--- src/hw/rtl/hhg_pkg.sv ---
// Types and constants of the HLS hue key to gray block.
// No dependencies; used by the top level and its checker.
`default_nettype none

package hhg_pkg;

  localparam int unsigned PixW    = 32;
  localparam int unsigned ChanW   = 8;
  localparam int unsigned CfgIdxW = 2;
  localparam int unsigned SumW    = 9;
  localparam int unsigned QuoW    = 8;
  localparam int unsigned SatNumW = 16;
  localparam int unsigned SatDenW = 9;
  localparam int unsigned DltNumW = 14;
  localparam int unsigned DltDenW = 8;
  localparam int unsigned HueRawW = 10;

  // Configuration register indexes.
  localparam logic [CfgIdxW-1:0] RegHueLow  = 2'd0;
  localparam logic [CfgIdxW-1:0] RegHueHigh = 2'd1;
  localparam logic [CfgIdxW-1:0] RegSatMin  = 2'd2;

  localparam logic [ChanW-1:0] HueLowRst  = 8'd145;
  localparam logic [ChanW-1:0] HueHighRst = 8'd175;
  localparam logic [ChanW-1:0] SatMinRst  = 8'd100;

  localparam logic [ChanW-1:0] ChanMax       = 8'd255;
  localparam logic [ChanW-1:0] HueDeltaScale = 8'd42;
  localparam logic [ChanW-1:0] HueWrap       = 8'd255;
  localparam logic [HueRawW-1:0] HueGreenBase = 10'd85;
  localparam logic [HueRawW-1:0] HueBlueBase  = 10'd170;

  // Lightness is at most half range exactly when max + min is at most 254.
  localparam logic [SumW-1:0] SumLowMax = 9'd254;
  localparam logic [SumW-1:0] SumFull   = 9'd510;

  typedef enum logic [1:0] {
    SEL_RED,
    SEL_GREEN,
    SEL_BLUE
  } max_sel_e;

  typedef struct packed {
    logic [PixW-1:0] px;
    logic            achro;
    max_sel_e        sel;
  } side_t;

endpackage

`default_nettype wire

--- src/hw/rtl/hhg_div.sv ---
// Pipelined restoring divider for the hue key block, Step quotient bits per stage.
// No dependencies. The quotient must fit in QuoW bits.
`default_nettype none

module hhg_div #(
  parameter int unsigned NumW = 16,
  parameter int unsigned DenW = 9,
  parameter int unsigned QuoW = 8,
  parameter int unsigned Step = 2,
  localparam int unsigned Stages = (QuoW + Step - 1) / Step
) (
  input  logic              clk_i,
  input  logic [Stages-1:0] en_i,
  input  logic [NumW-1:0]   num_i,
  input  logic [DenW-1:0]   den_i,
  output logic [QuoW-1:0]   quo_o
);

  localparam int unsigned ExtW = (NumW > DenW + QuoW) ? NumW : DenW + QuoW;

  // The last stage keeps only its quotient.
  logic [NumW-1:0] rem_q [Stages-1];
  logic [DenW-1:0] den_q [Stages-1];
  logic [QuoW-1:0] quo_q [Stages];

  for (genvar k = 0; k < Stages; k++) begin : g_stage
    logic [NumW-1:0] rem_in;
    logic [NumW-1:0] rem_nxt;
    logic [DenW-1:0] den_in;
    logic [QuoW-1:0] quo_in;
    logic [QuoW-1:0] quo_nxt;
    logic [ExtW-1:0] trial;

    if (k == 0) begin : g_head
      assign rem_in = num_i;
      assign den_in = den_i;
      assign quo_in = '0;
    end else begin : g_body
      assign rem_in = rem_q[k-1];
      assign den_in = den_q[k-1];
      assign quo_in = quo_q[k-1];
    end

    always_comb begin
      rem_nxt = rem_in;
      quo_nxt = quo_in;
      trial   = '0;
      for (int j = 0; j < Step; j++) begin
        if (k * Step + j < QuoW) begin
          trial = ExtW'(den_in) << (QuoW - 1 - k * Step - j);
          if (ExtW'(rem_nxt) >= trial) begin
            rem_nxt = rem_nxt - trial[NumW-1:0];
            quo_nxt[QuoW-1-k*Step-j] = 1'b1;
          end
        end
      end
    end

    if (k < Stages - 1) begin : g_keep
      always_ff @(posedge clk_i) begin
        if (en_i[k]) begin
          rem_q[k] <= rem_nxt;
          den_q[k] <= den_in;
          quo_q[k] <= quo_nxt;
        end
      end
    end else begin : g_last
      always_ff @(posedge clk_i) begin
        if (en_i[k]) begin
          quo_q[k] <= quo_nxt;
        end
      end
    end
  end

  assign quo_o = quo_q[Stages-1];

endmodule

`default_nettype wire

--- src/hw/rtl/hls_hue_key_to_gray.sv ---
// Top level of the HLS hue key to gray block: pixel pipeline and key registers.
// Depends on hhg_pkg and hhg_div.
//
// Channel  Dir  Handshake                  Payload
// in       in   in_valid_i / in_stall_o    pixel_in_i[31:0]
// out      out  out_valid_o / out_stall_i  pixel_out_o[31:0], keyed_o
// cfg      in   cfg_we_i                   cfg_idx_i[1:0], cfg_data_i[7:0]
//
// One item per clock is taken and delivered in steady state while the output is not stalled.
// Registers: stage 0, stage 1, the divider stages and the output stage. The four
// restoring dividers resolve DivStep quotient bits per stage; DivStep runs from 1 to 4.
// Reset clears the stage valid bits and loads the key registers with their defaults.
// A stall on the output fills bubbles stage by stage before the input stalls.
`default_nettype none

module hls_hue_key_to_gray #(
  parameter int unsigned DivStep = 2
) (
  input  logic                         clk_i,
  input  logic                         rst_ni,
  input  logic                         in_valid_i,
  output logic                         in_stall_o,
  input  logic [hhg_pkg::PixW-1:0]     pixel_in_i,
  output logic                         out_valid_o,
  input  logic                         out_stall_i,
  output logic [hhg_pkg::PixW-1:0]     pixel_out_o,
  output logic                         keyed_o,
  input  logic                         cfg_we_i,
  input  logic [hhg_pkg::CfgIdxW-1:0]  cfg_idx_i,
  input  logic [hhg_pkg::ChanW-1:0]    cfg_data_i
);

  import hhg_pkg::*;

  localparam int unsigned DivStages = (QuoW + DivStep - 1) / DivStep;
  localparam int unsigned DivFirst  = 2;
  localparam int unsigned NumStages = DivStages + 3;
  localparam int unsigned OutStage  = NumStages - 1;

  // Key window registers.
  logic [ChanW-1:0] hue_low_q, hue_high_q, sat_min_q;

  always_ff @(posedge clk_i or negedge rst_ni) begin
    if (!rst_ni) begin
      hue_low_q  <= HueLowRst;
      hue_high_q <= HueHighRst;
      sat_min_q  <= SatMinRst;
    end else if (cfg_we_i) begin
      case (cfg_idx_i)
        RegHueLow:  hue_low_q  <= cfg_data_i;
        RegHueHigh: hue_high_q <= cfg_data_i;
        RegSatMin:  sat_min_q  <= cfg_data_i;
        default: ;
      endcase
    end
  end

  // Stage valid bits and load enables. A stage loads when it is empty or
  // when the stage after it moves on.
  logic [NumStages-1:0] vld_q;
  logic [NumStages-1:0] en;

  assign en[OutStage] = !vld_q[OutStage] || !out_stall_i;
  for (genvar i = 0; i < OutStage; i++) begin : g_en
    assign en[i] = !vld_q[i] || en[i+1];
  end

  always_ff @(posedge clk_i or negedge rst_ni) begin
    if (!rst_ni) begin
      vld_q <= '0;
    end else begin
      if (en[0]) begin
        vld_q[0] <= in_valid_i;
      end
      for (int i = 1; i < NumStages; i++) begin
        if (en[i]) begin
          vld_q[i] <= vld_q[i-1];
        end
      end
    end
  end

  assign in_stall_o  = !en[0];
  assign out_valid_o = vld_q[OutStage];

  // Stage 0: max, min and the channel that picks the hue formula.
  logic [ChanW-1:0] r_in, g_in, b_in, mx_rg, mn_rg, mx_d, mn_d;
  max_sel_e         sel_d;

  assign r_in  = pixel_in_i[23:16];
  assign g_in  = pixel_in_i[15:8];
  assign b_in  = pixel_in_i[7:0];
  assign mx_rg = (r_in >= g_in) ? r_in : g_in;
  assign mn_rg = (r_in <= g_in) ? r_in : g_in;
  assign mx_d  = (b_in > mx_rg) ? b_in : mx_rg;
  assign mn_d  = (b_in < mn_rg) ? b_in : mn_rg;

  always_comb begin
    if (r_in == mx_d) begin
      sel_d = SEL_RED;
    end else if (g_in == mx_d) begin
      sel_d = SEL_GREEN;
    end else begin
      sel_d = SEL_BLUE;
    end
  end

  logic [PixW-1:0]  s0_px_q;
  logic [ChanW-1:0] s0_mx_q, s0_mn_q;
  max_sel_e         s0_sel_q;

  always_ff @(posedge clk_i) begin
    if (en[0]) begin
      s0_px_q  <= pixel_in_i;
      s0_mx_q  <= mx_d;
      s0_mn_q  <= mn_d;
      s0_sel_q <= sel_d;
    end
  end

  // Stage 1: dividends and divisors for saturation and the channel deltas.
  logic [ChanW-1:0]   dif_d;
  logic [SumW-1:0]    sum_d, sat_den_d;
  logic [SatNumW-1:0] sat_num_d;
  logic [DltNumW-1:0] rd_num_d, gd_num_d, bd_num_d;
  side_t              side_d;

  assign dif_d     = s0_mx_q - s0_mn_q;
  assign sum_d     = SumW'(s0_mx_q) + SumW'(s0_mn_q);
  assign sat_den_d = (sum_d <= SumLowMax) ? sum_d : SumFull - sum_d;
  assign sat_num_d = SatNumW'(dif_d) * SatNumW'(ChanMax) + SatNumW'(sat_den_d >> 1);
  assign rd_num_d  = DltNumW'(s0_mx_q - s0_px_q[23:16]) * DltNumW'(HueDeltaScale)
                   + DltNumW'(dif_d >> 1);
  assign gd_num_d  = DltNumW'(s0_mx_q - s0_px_q[15:8]) * DltNumW'(HueDeltaScale)
                   + DltNumW'(dif_d >> 1);
  assign bd_num_d  = DltNumW'(s0_mx_q - s0_px_q[7:0]) * DltNumW'(HueDeltaScale)
                   + DltNumW'(dif_d >> 1);

  always_comb begin
    side_d.px    = s0_px_q;
    side_d.achro = (dif_d == '0);
    side_d.sel   = s0_sel_q;
  end

  side_t              s1_side_q;
  logic [SatNumW-1:0] s1_sat_num_q;
  logic [SatDenW-1:0] s1_sat_den_q;
  logic [DltNumW-1:0] s1_rd_num_q, s1_gd_num_q, s1_bd_num_q;
  logic [DltDenW-1:0] s1_dif_q;

  always_ff @(posedge clk_i) begin
    if (en[1]) begin
      s1_side_q    <= side_d;
      s1_sat_num_q <= sat_num_d;
      s1_sat_den_q <= sat_den_d;
      s1_rd_num_q  <= rd_num_d;
      s1_gd_num_q  <= gd_num_d;
      s1_bd_num_q  <= bd_num_d;
      s1_dif_q     <= dif_d;
    end
  end

  // Divider stages. Achromatic items carry a zero divisor; their quotients
  // are ignored because the achromatic flag blocks the key.
  logic [QuoW-1:0] sat_quo, rd_quo, gd_quo, bd_quo;

  hhg_div #(
    .NumW (SatNumW),
    .DenW (SatDenW),
    .QuoW (QuoW),
    .Step (DivStep)
  ) u_sat_div (
    .clk_i (clk_i),
    .en_i  (en[DivFirst +: DivStages]),
    .num_i (s1_sat_num_q),
    .den_i (s1_sat_den_q),
    .quo_o (sat_quo)
  );

  hhg_div #(
    .NumW (DltNumW),
    .DenW (DltDenW),
    .QuoW (QuoW),
    .Step (DivStep)
  ) u_rd_div (
    .clk_i (clk_i),
    .en_i  (en[DivFirst +: DivStages]),
    .num_i (s1_rd_num_q),
    .den_i (s1_dif_q),
    .quo_o (rd_quo)
  );

  hhg_div #(
    .NumW (DltNumW),
    .DenW (DltDenW),
    .QuoW (QuoW),
    .Step (DivStep)
  ) u_gd_div (
    .clk_i (clk_i),
    .en_i  (en[DivFirst +: DivStages]),
    .num_i (s1_gd_num_q),
    .den_i (s1_dif_q),
    .quo_o (gd_quo)
  );

  hhg_div #(
    .NumW (DltNumW),
    .DenW (DltDenW),
    .QuoW (QuoW),
    .Step (DivStep)
  ) u_bd_div (
    .clk_i (clk_i),
    .en_i  (en[DivFirst +: DivStages]),
    .num_i (s1_bd_num_q),
    .den_i (s1_dif_q),
    .quo_o (bd_quo)
  );

  side_t dv_side_q [DivStages];

  always_ff @(posedge clk_i) begin
    if (en[DivFirst]) begin
      dv_side_q[0] <= s1_side_q;
    end
    for (int k = 1; k < DivStages; k++) begin
      if (en[DivFirst+k]) begin
        dv_side_q[k] <= dv_side_q[k-1];
      end
    end
  end

  // Last stage: hue, key decision and output pixel.
  side_t             hs;
  logic [HueRawW-1:0] hue_raw;
  logic [ChanW-1:0]   hue;
  logic               key_d;
  logic [PixW-1:0]    pix_d;

  assign hs = dv_side_q[DivStages-1];

  always_comb begin
    case (hs.sel)
      SEL_RED:   hue_raw = HueRawW'(bd_quo) - HueRawW'(gd_quo);
      SEL_GREEN: hue_raw = HueGreenBase + HueRawW'(rd_quo) - HueRawW'(bd_quo);
      default:   hue_raw = HueBlueBase + HueRawW'(gd_quo) - HueRawW'(rd_quo);
    endcase
  end

  // A negative hue shows as the top bit of the raw difference.
  assign hue   = hue_raw[HueRawW-1] ? hue_raw[ChanW-1:0] + HueWrap : hue_raw[ChanW-1:0];
  assign key_d = !hs.achro && (hue >= hue_low_q) && (hue <= hue_high_q)
              && (sat_quo > sat_min_q);
  assign pix_d = key_d ? {hs.px[31:24], hs.px[7:0], hs.px[7:0], hs.px[7:0]} : hs.px;

  logic [PixW-1:0] pix_out_q;
  logic            keyed_q;

  always_ff @(posedge clk_i) begin
    if (en[OutStage]) begin
      pix_out_q <= pix_d;
      keyed_q   <= key_d;
    end
  end

  assign pixel_out_o = pix_out_q;
  assign keyed_o     = keyed_q;

endmodule

`default_nettype wire

--- config.mk ---
export PLATFORM = sky130hd
export DESIGN_NAME = hls_hue_key_to_gray
export DESIGN_NICKNAME = d
export VERILOG_FILES = /design/src/hw/rtl/hhg_pkg.sv /design/src/hw/rtl/hhg_div.sv /design/src/hw/rtl/hls_hue_key_to_gray.sv
export SDC_FILE = /design/constraint.sdc
export NUM_CORES = 2
export LEC_CHECK = 0
export BUFFER_PORTS_ARGS = -buffer_cell sky130_fd_sc_hd__buf_4
export CAP_MARGIN = 0
export CORE_ASPECT_RATIO = 1.1
export CORE_MARGIN = 8
export CORE_UTILIZATION = 33
export DETAILED_ROUTE_END_ITERATION = 8
export PLACE_DENSITY = 0.5
export SYNTH_ARGS = -nofsm -noshare
export SYNTH_HDL_FRONTEND = slang
export SYNTH_HIERARCHICAL = 1
export SYNTH_SLANG_ARGS = --single-unit
--- constraint.sdc ---
create_clock -name clk_i -period 6.57 [get_ports clk_i]
set_input_delay 1.314 -clock clk_i [delete_from_list [all_inputs] [get_ports clk_i]]
set_output_delay 1.314 -clock clk_i [all_outputs]
set_load 0.02 [all_outputs]
==> results.cfg <==
[worst_setup_path]
rr_worst_depth = 22
crit_required_ps = 7100
start_kind = register
end_kind = register
crit_fanout = 7
crit_type = reg -> reg
cp_data_arrival_time_ps = 6960

[drt]
drc = 0
avgViaCountPerCell = 4.910
wl_per_cell_um = 16.68
wl_um = 107300
ant_nets = 0
drtPass1Iterations = 5
num_vias = 31590
dr.first_iter.drc_count = 1206

[yosys]
yosysSeqAreaShare = 0.4434
syn_area_sq_um = 47970
syn_avg_cell_area_sq_um = 11.26
syn_inst = 4259
ys.flop_type = edfxtp_1
synth_top_area_share = 0.4270
async_flop_share = 0.04348
synth_area_leaders = edfxtp_1 (43%), ha_1 (13%), fa_1 (4.3%)
yosys_register_bits = 713
yosysUniqueCellTypes = 118
yosysMostFrequentCell = edfxtp_1
yosys.area.top_type = edfxtp_1
synth-edff-count = 682
synth_fp_nets = 4923
ys_warn_count = 6
synthTopCellsByCount = edfxtp_1 (682), inv_1 (530), ha_1 (515)

[timing]
fin_skew_ps = 26.23
period_needed_ps = 6428
fin_crit_sh = 0.9783
worst_pin_slew_ps = 980.7
rsz0062_at_grt = true
hold_viol_final = 0
slew_viol_final = 0
max_freq_ghz = 0.1556
timing.slew.headroom = 0.3462
setup_viol = 0

[cts]
clk_pin_slew_ps = 60
cts_buffers = 86
cts_tree = built
hold_buffers = 0
cts.path.max_buffers = 3
htree_levels = 3
cts_sinks = 713
insertion_delay_ps = 660
cts_root_buffer = clkbuf_16

[final_layout]
num_antenna_cells = 0
nets = 5105
post-route-util = 0.3755
instances_no_fill = 6434
syn_to_final_growth_pct = 12.84
layout-drive-gt1-share = 0.1208
fill_cells = 14050

[placed_design]
place_hpwl_um = 84440
place_congestion = 0.8337
io_buffers = 81
placed_cells = 6272

[die]
std_cell_rows = 146
io_pins = 82
dieHeight_um = 415.9
core_sq_um = 144100
initial_core_util = 0.3328
die_w_um = 379.5
die_area_sq_um = 157800

[worst_hold_path]
hold_depth = 0
hp-class = reg -> reg

[global_routing]
grt_pass1_wl_um = 172100
grt_pass1_vias = 32230
grt_max_degree = 152
overflow = 0
grt_use_total = 0.1325
grt_antenna_before_repair = 2

[status]
status = finished, final reports clean

[run]
drv_cap = 0
## kinds of logic after synthesis
logic type | share of synthesized area
XOR/XNOR | 0.04638
multiplexers | 0.05272
flip-flops | 0.4434
AND/OR/NAND/NOR | 0.1040
buffers and inverters | 0.04643
adder cells (fa/ha/maj) | 0.1769
AO/OA/AOI/OAI | 0.1301
## worst paths after layout
check	start	end	slack, ps
max	s0_mn_q[0]	s1_sat_num_q[15]	140
min	dv_side_q[2][26]	dv_side_q[3][26]	410
max reg2reg	s0_mn_q[0]	s1_sat_num_q[15]	140
min reg2reg	dv_side_q[2][26]	dv_side_q[3][26]	410
max in group asynchronous	rst_ni	hue_high_q[3]	5610
min in group asynchronous	rst_ni	vld_q[3]	600
## layer usage
metal  wire [um]  part of all wire  up-vias  GRT usage
li1            -                 -    15990          -
met3        3160             0.029      160    0.02069
met4        3456             0.032        0    0.04355
met1       48650              0.45    15030     0.1646
met5           0                 0        -          0
met2       52070              0.49      406     0.2343
## layout by cell type (no fill, tap or decap), types with 14 or more instances in the layout
| cell | Yosys | final |
|---|---|---|
| buf_4 | 0 | 131 |
| a21oi_1 | 244 | 241 |
| o31a_1 | 35 | 35 |
| o22ai_1 | 20 | 20 |
| nor4_1 | 25 | 25 |
| o31ai_1 | 24 | 24 |
| xor2_1 | 87 | 87 |
| fa_1 | 102 | 99 |
| o21a_1 | 66 | 65 |
| a211oi_1 | 31 | 31 |
| clkinv_1 | 0 | 16 |
| o21ai_0 | 205 | 205 |
| nand3_1 | 50 | 49 |
| a31oi_1 | 14 | 14 |
| nor2_1 | 255 | 255 |
| mux2_4 | 36 | 36 |
| o211ai_1 | 32 | 32 |
| nand4_1 | 51 | 51 |
| nor3_1 | 85 | 85 |
| nand2b_1 | 52 | 52 |
| a21o_1 | 85 | 85 |
| or2_2 | 23 | 23 |
| or3_1 | 21 | 21 |
| dfrtp_1 | 19 | 19 |
| clkbuf_16 | 0 | 86 |
| ha_1 | 515 | 512 |
| and3_1 | 27 | 27 |
| edfxtp_1 | 682 | 682 |
| mux2_2 | 118 | 118 |
| nor2b_1 | 70 | 70 |
| clkbuf_1 | 19 | 18 |
| a21boi_0 | 16 | 16 |
| nand2_1 | 181 | 178 |
| xnor2_1 | 167 | 163 |
| inv_1 | 530 | 526 |
| or4_1 | 16 | 16 |
| o21bai_1 | 22 | 22 |
| mux2i_1 | 58 | 58 |
## layout make-up
class                   instances  area, sq um  area share
clock buffers                 104         2220     0.04101
clock inverters                53        551.8     0.01019
inverters                     532         2003     0.03701
well taps                    1924         2407     0.04448
flip-flops and latches        713        21270      0.3930
repair buffers                134         1044     0.01928
multi-input cells            2974        24630      0.4551
## critical path: stages, from the launching register on
cell,delay [ps]
edfxtp_1,350
ha_2,190
inv_2,40
fa_2,330
or2_1,260
a211o_1,330
nor4b_4,140
or3_4,340
nand4bb_4,340
a32o_2,340
xnor2_2,150
fa_2,470
fa_1,570
fa_1,430
fa_1,490
inv_1,60
ha_4,230
a21oi_2,160
o21bai_1,90
a21oi_2,180
o211ai_1,150
or4_1,550
nand3_1,100
## metrics by stage
| stage | setup WS (ps) | cell area [sq um] | setup TNS, ps | hold slack, ps |
|---|---|---|---|---|
| 2_1_floorplan | 134.9 | 47970 | 0 | 400.3 |
| 3_3_place_gp | 92.19 | 51200 | 0 | 401.0 |
| 3_5_place_dp | 40.16 | 51200 | 0 | 404.5 |
| 4_1_cts | 17.92 | 53970 | 0 | 409.7 |
| 5_1_grt | -158.3 | 54130 | -158.3 | 415.5 |
| 6_report | 142.5 | 54130 | 0 | 407.4 |
## what timing repair did
action / 4_1_cts / 5_1_grt
buffers inserted: 0 / 5
resized for setup: 0 / 22
endpoints found under the hold margin: 0 / 0
setup endpoints to repair: 0 / 5
## flip-flops by register name, indices dropped and copies added (netlist names), 9 cells and up
name	cells
dv_side_q	140
u_sat_div/rem_q	48
u_bd_div/rem_q	42
u_gd_div/rem_q	42
u_rd_div/rem_q	42
s1_side_q	35
pixel_out_o	32
s0_px_q	32
u_sat_div/den_q	27
u_bd_div/den_q	24
u_gd_div/den_q	24
u_rd_div/den_q	24
u_bd_div/quo_q	20
u_gd_div/quo_q	20
u_rd_div/quo_q	20
u_sat_div/quo_q	20
s1_sat_num_q	16
s1_rd_num_q	14
s1_bd_num_q	13
s1_gd_num_q	13
s1_sat_den_q	9
Power is not shown: default switching activity piles up to over one toggle a cycle in this logic, so the estimate is an artifact.
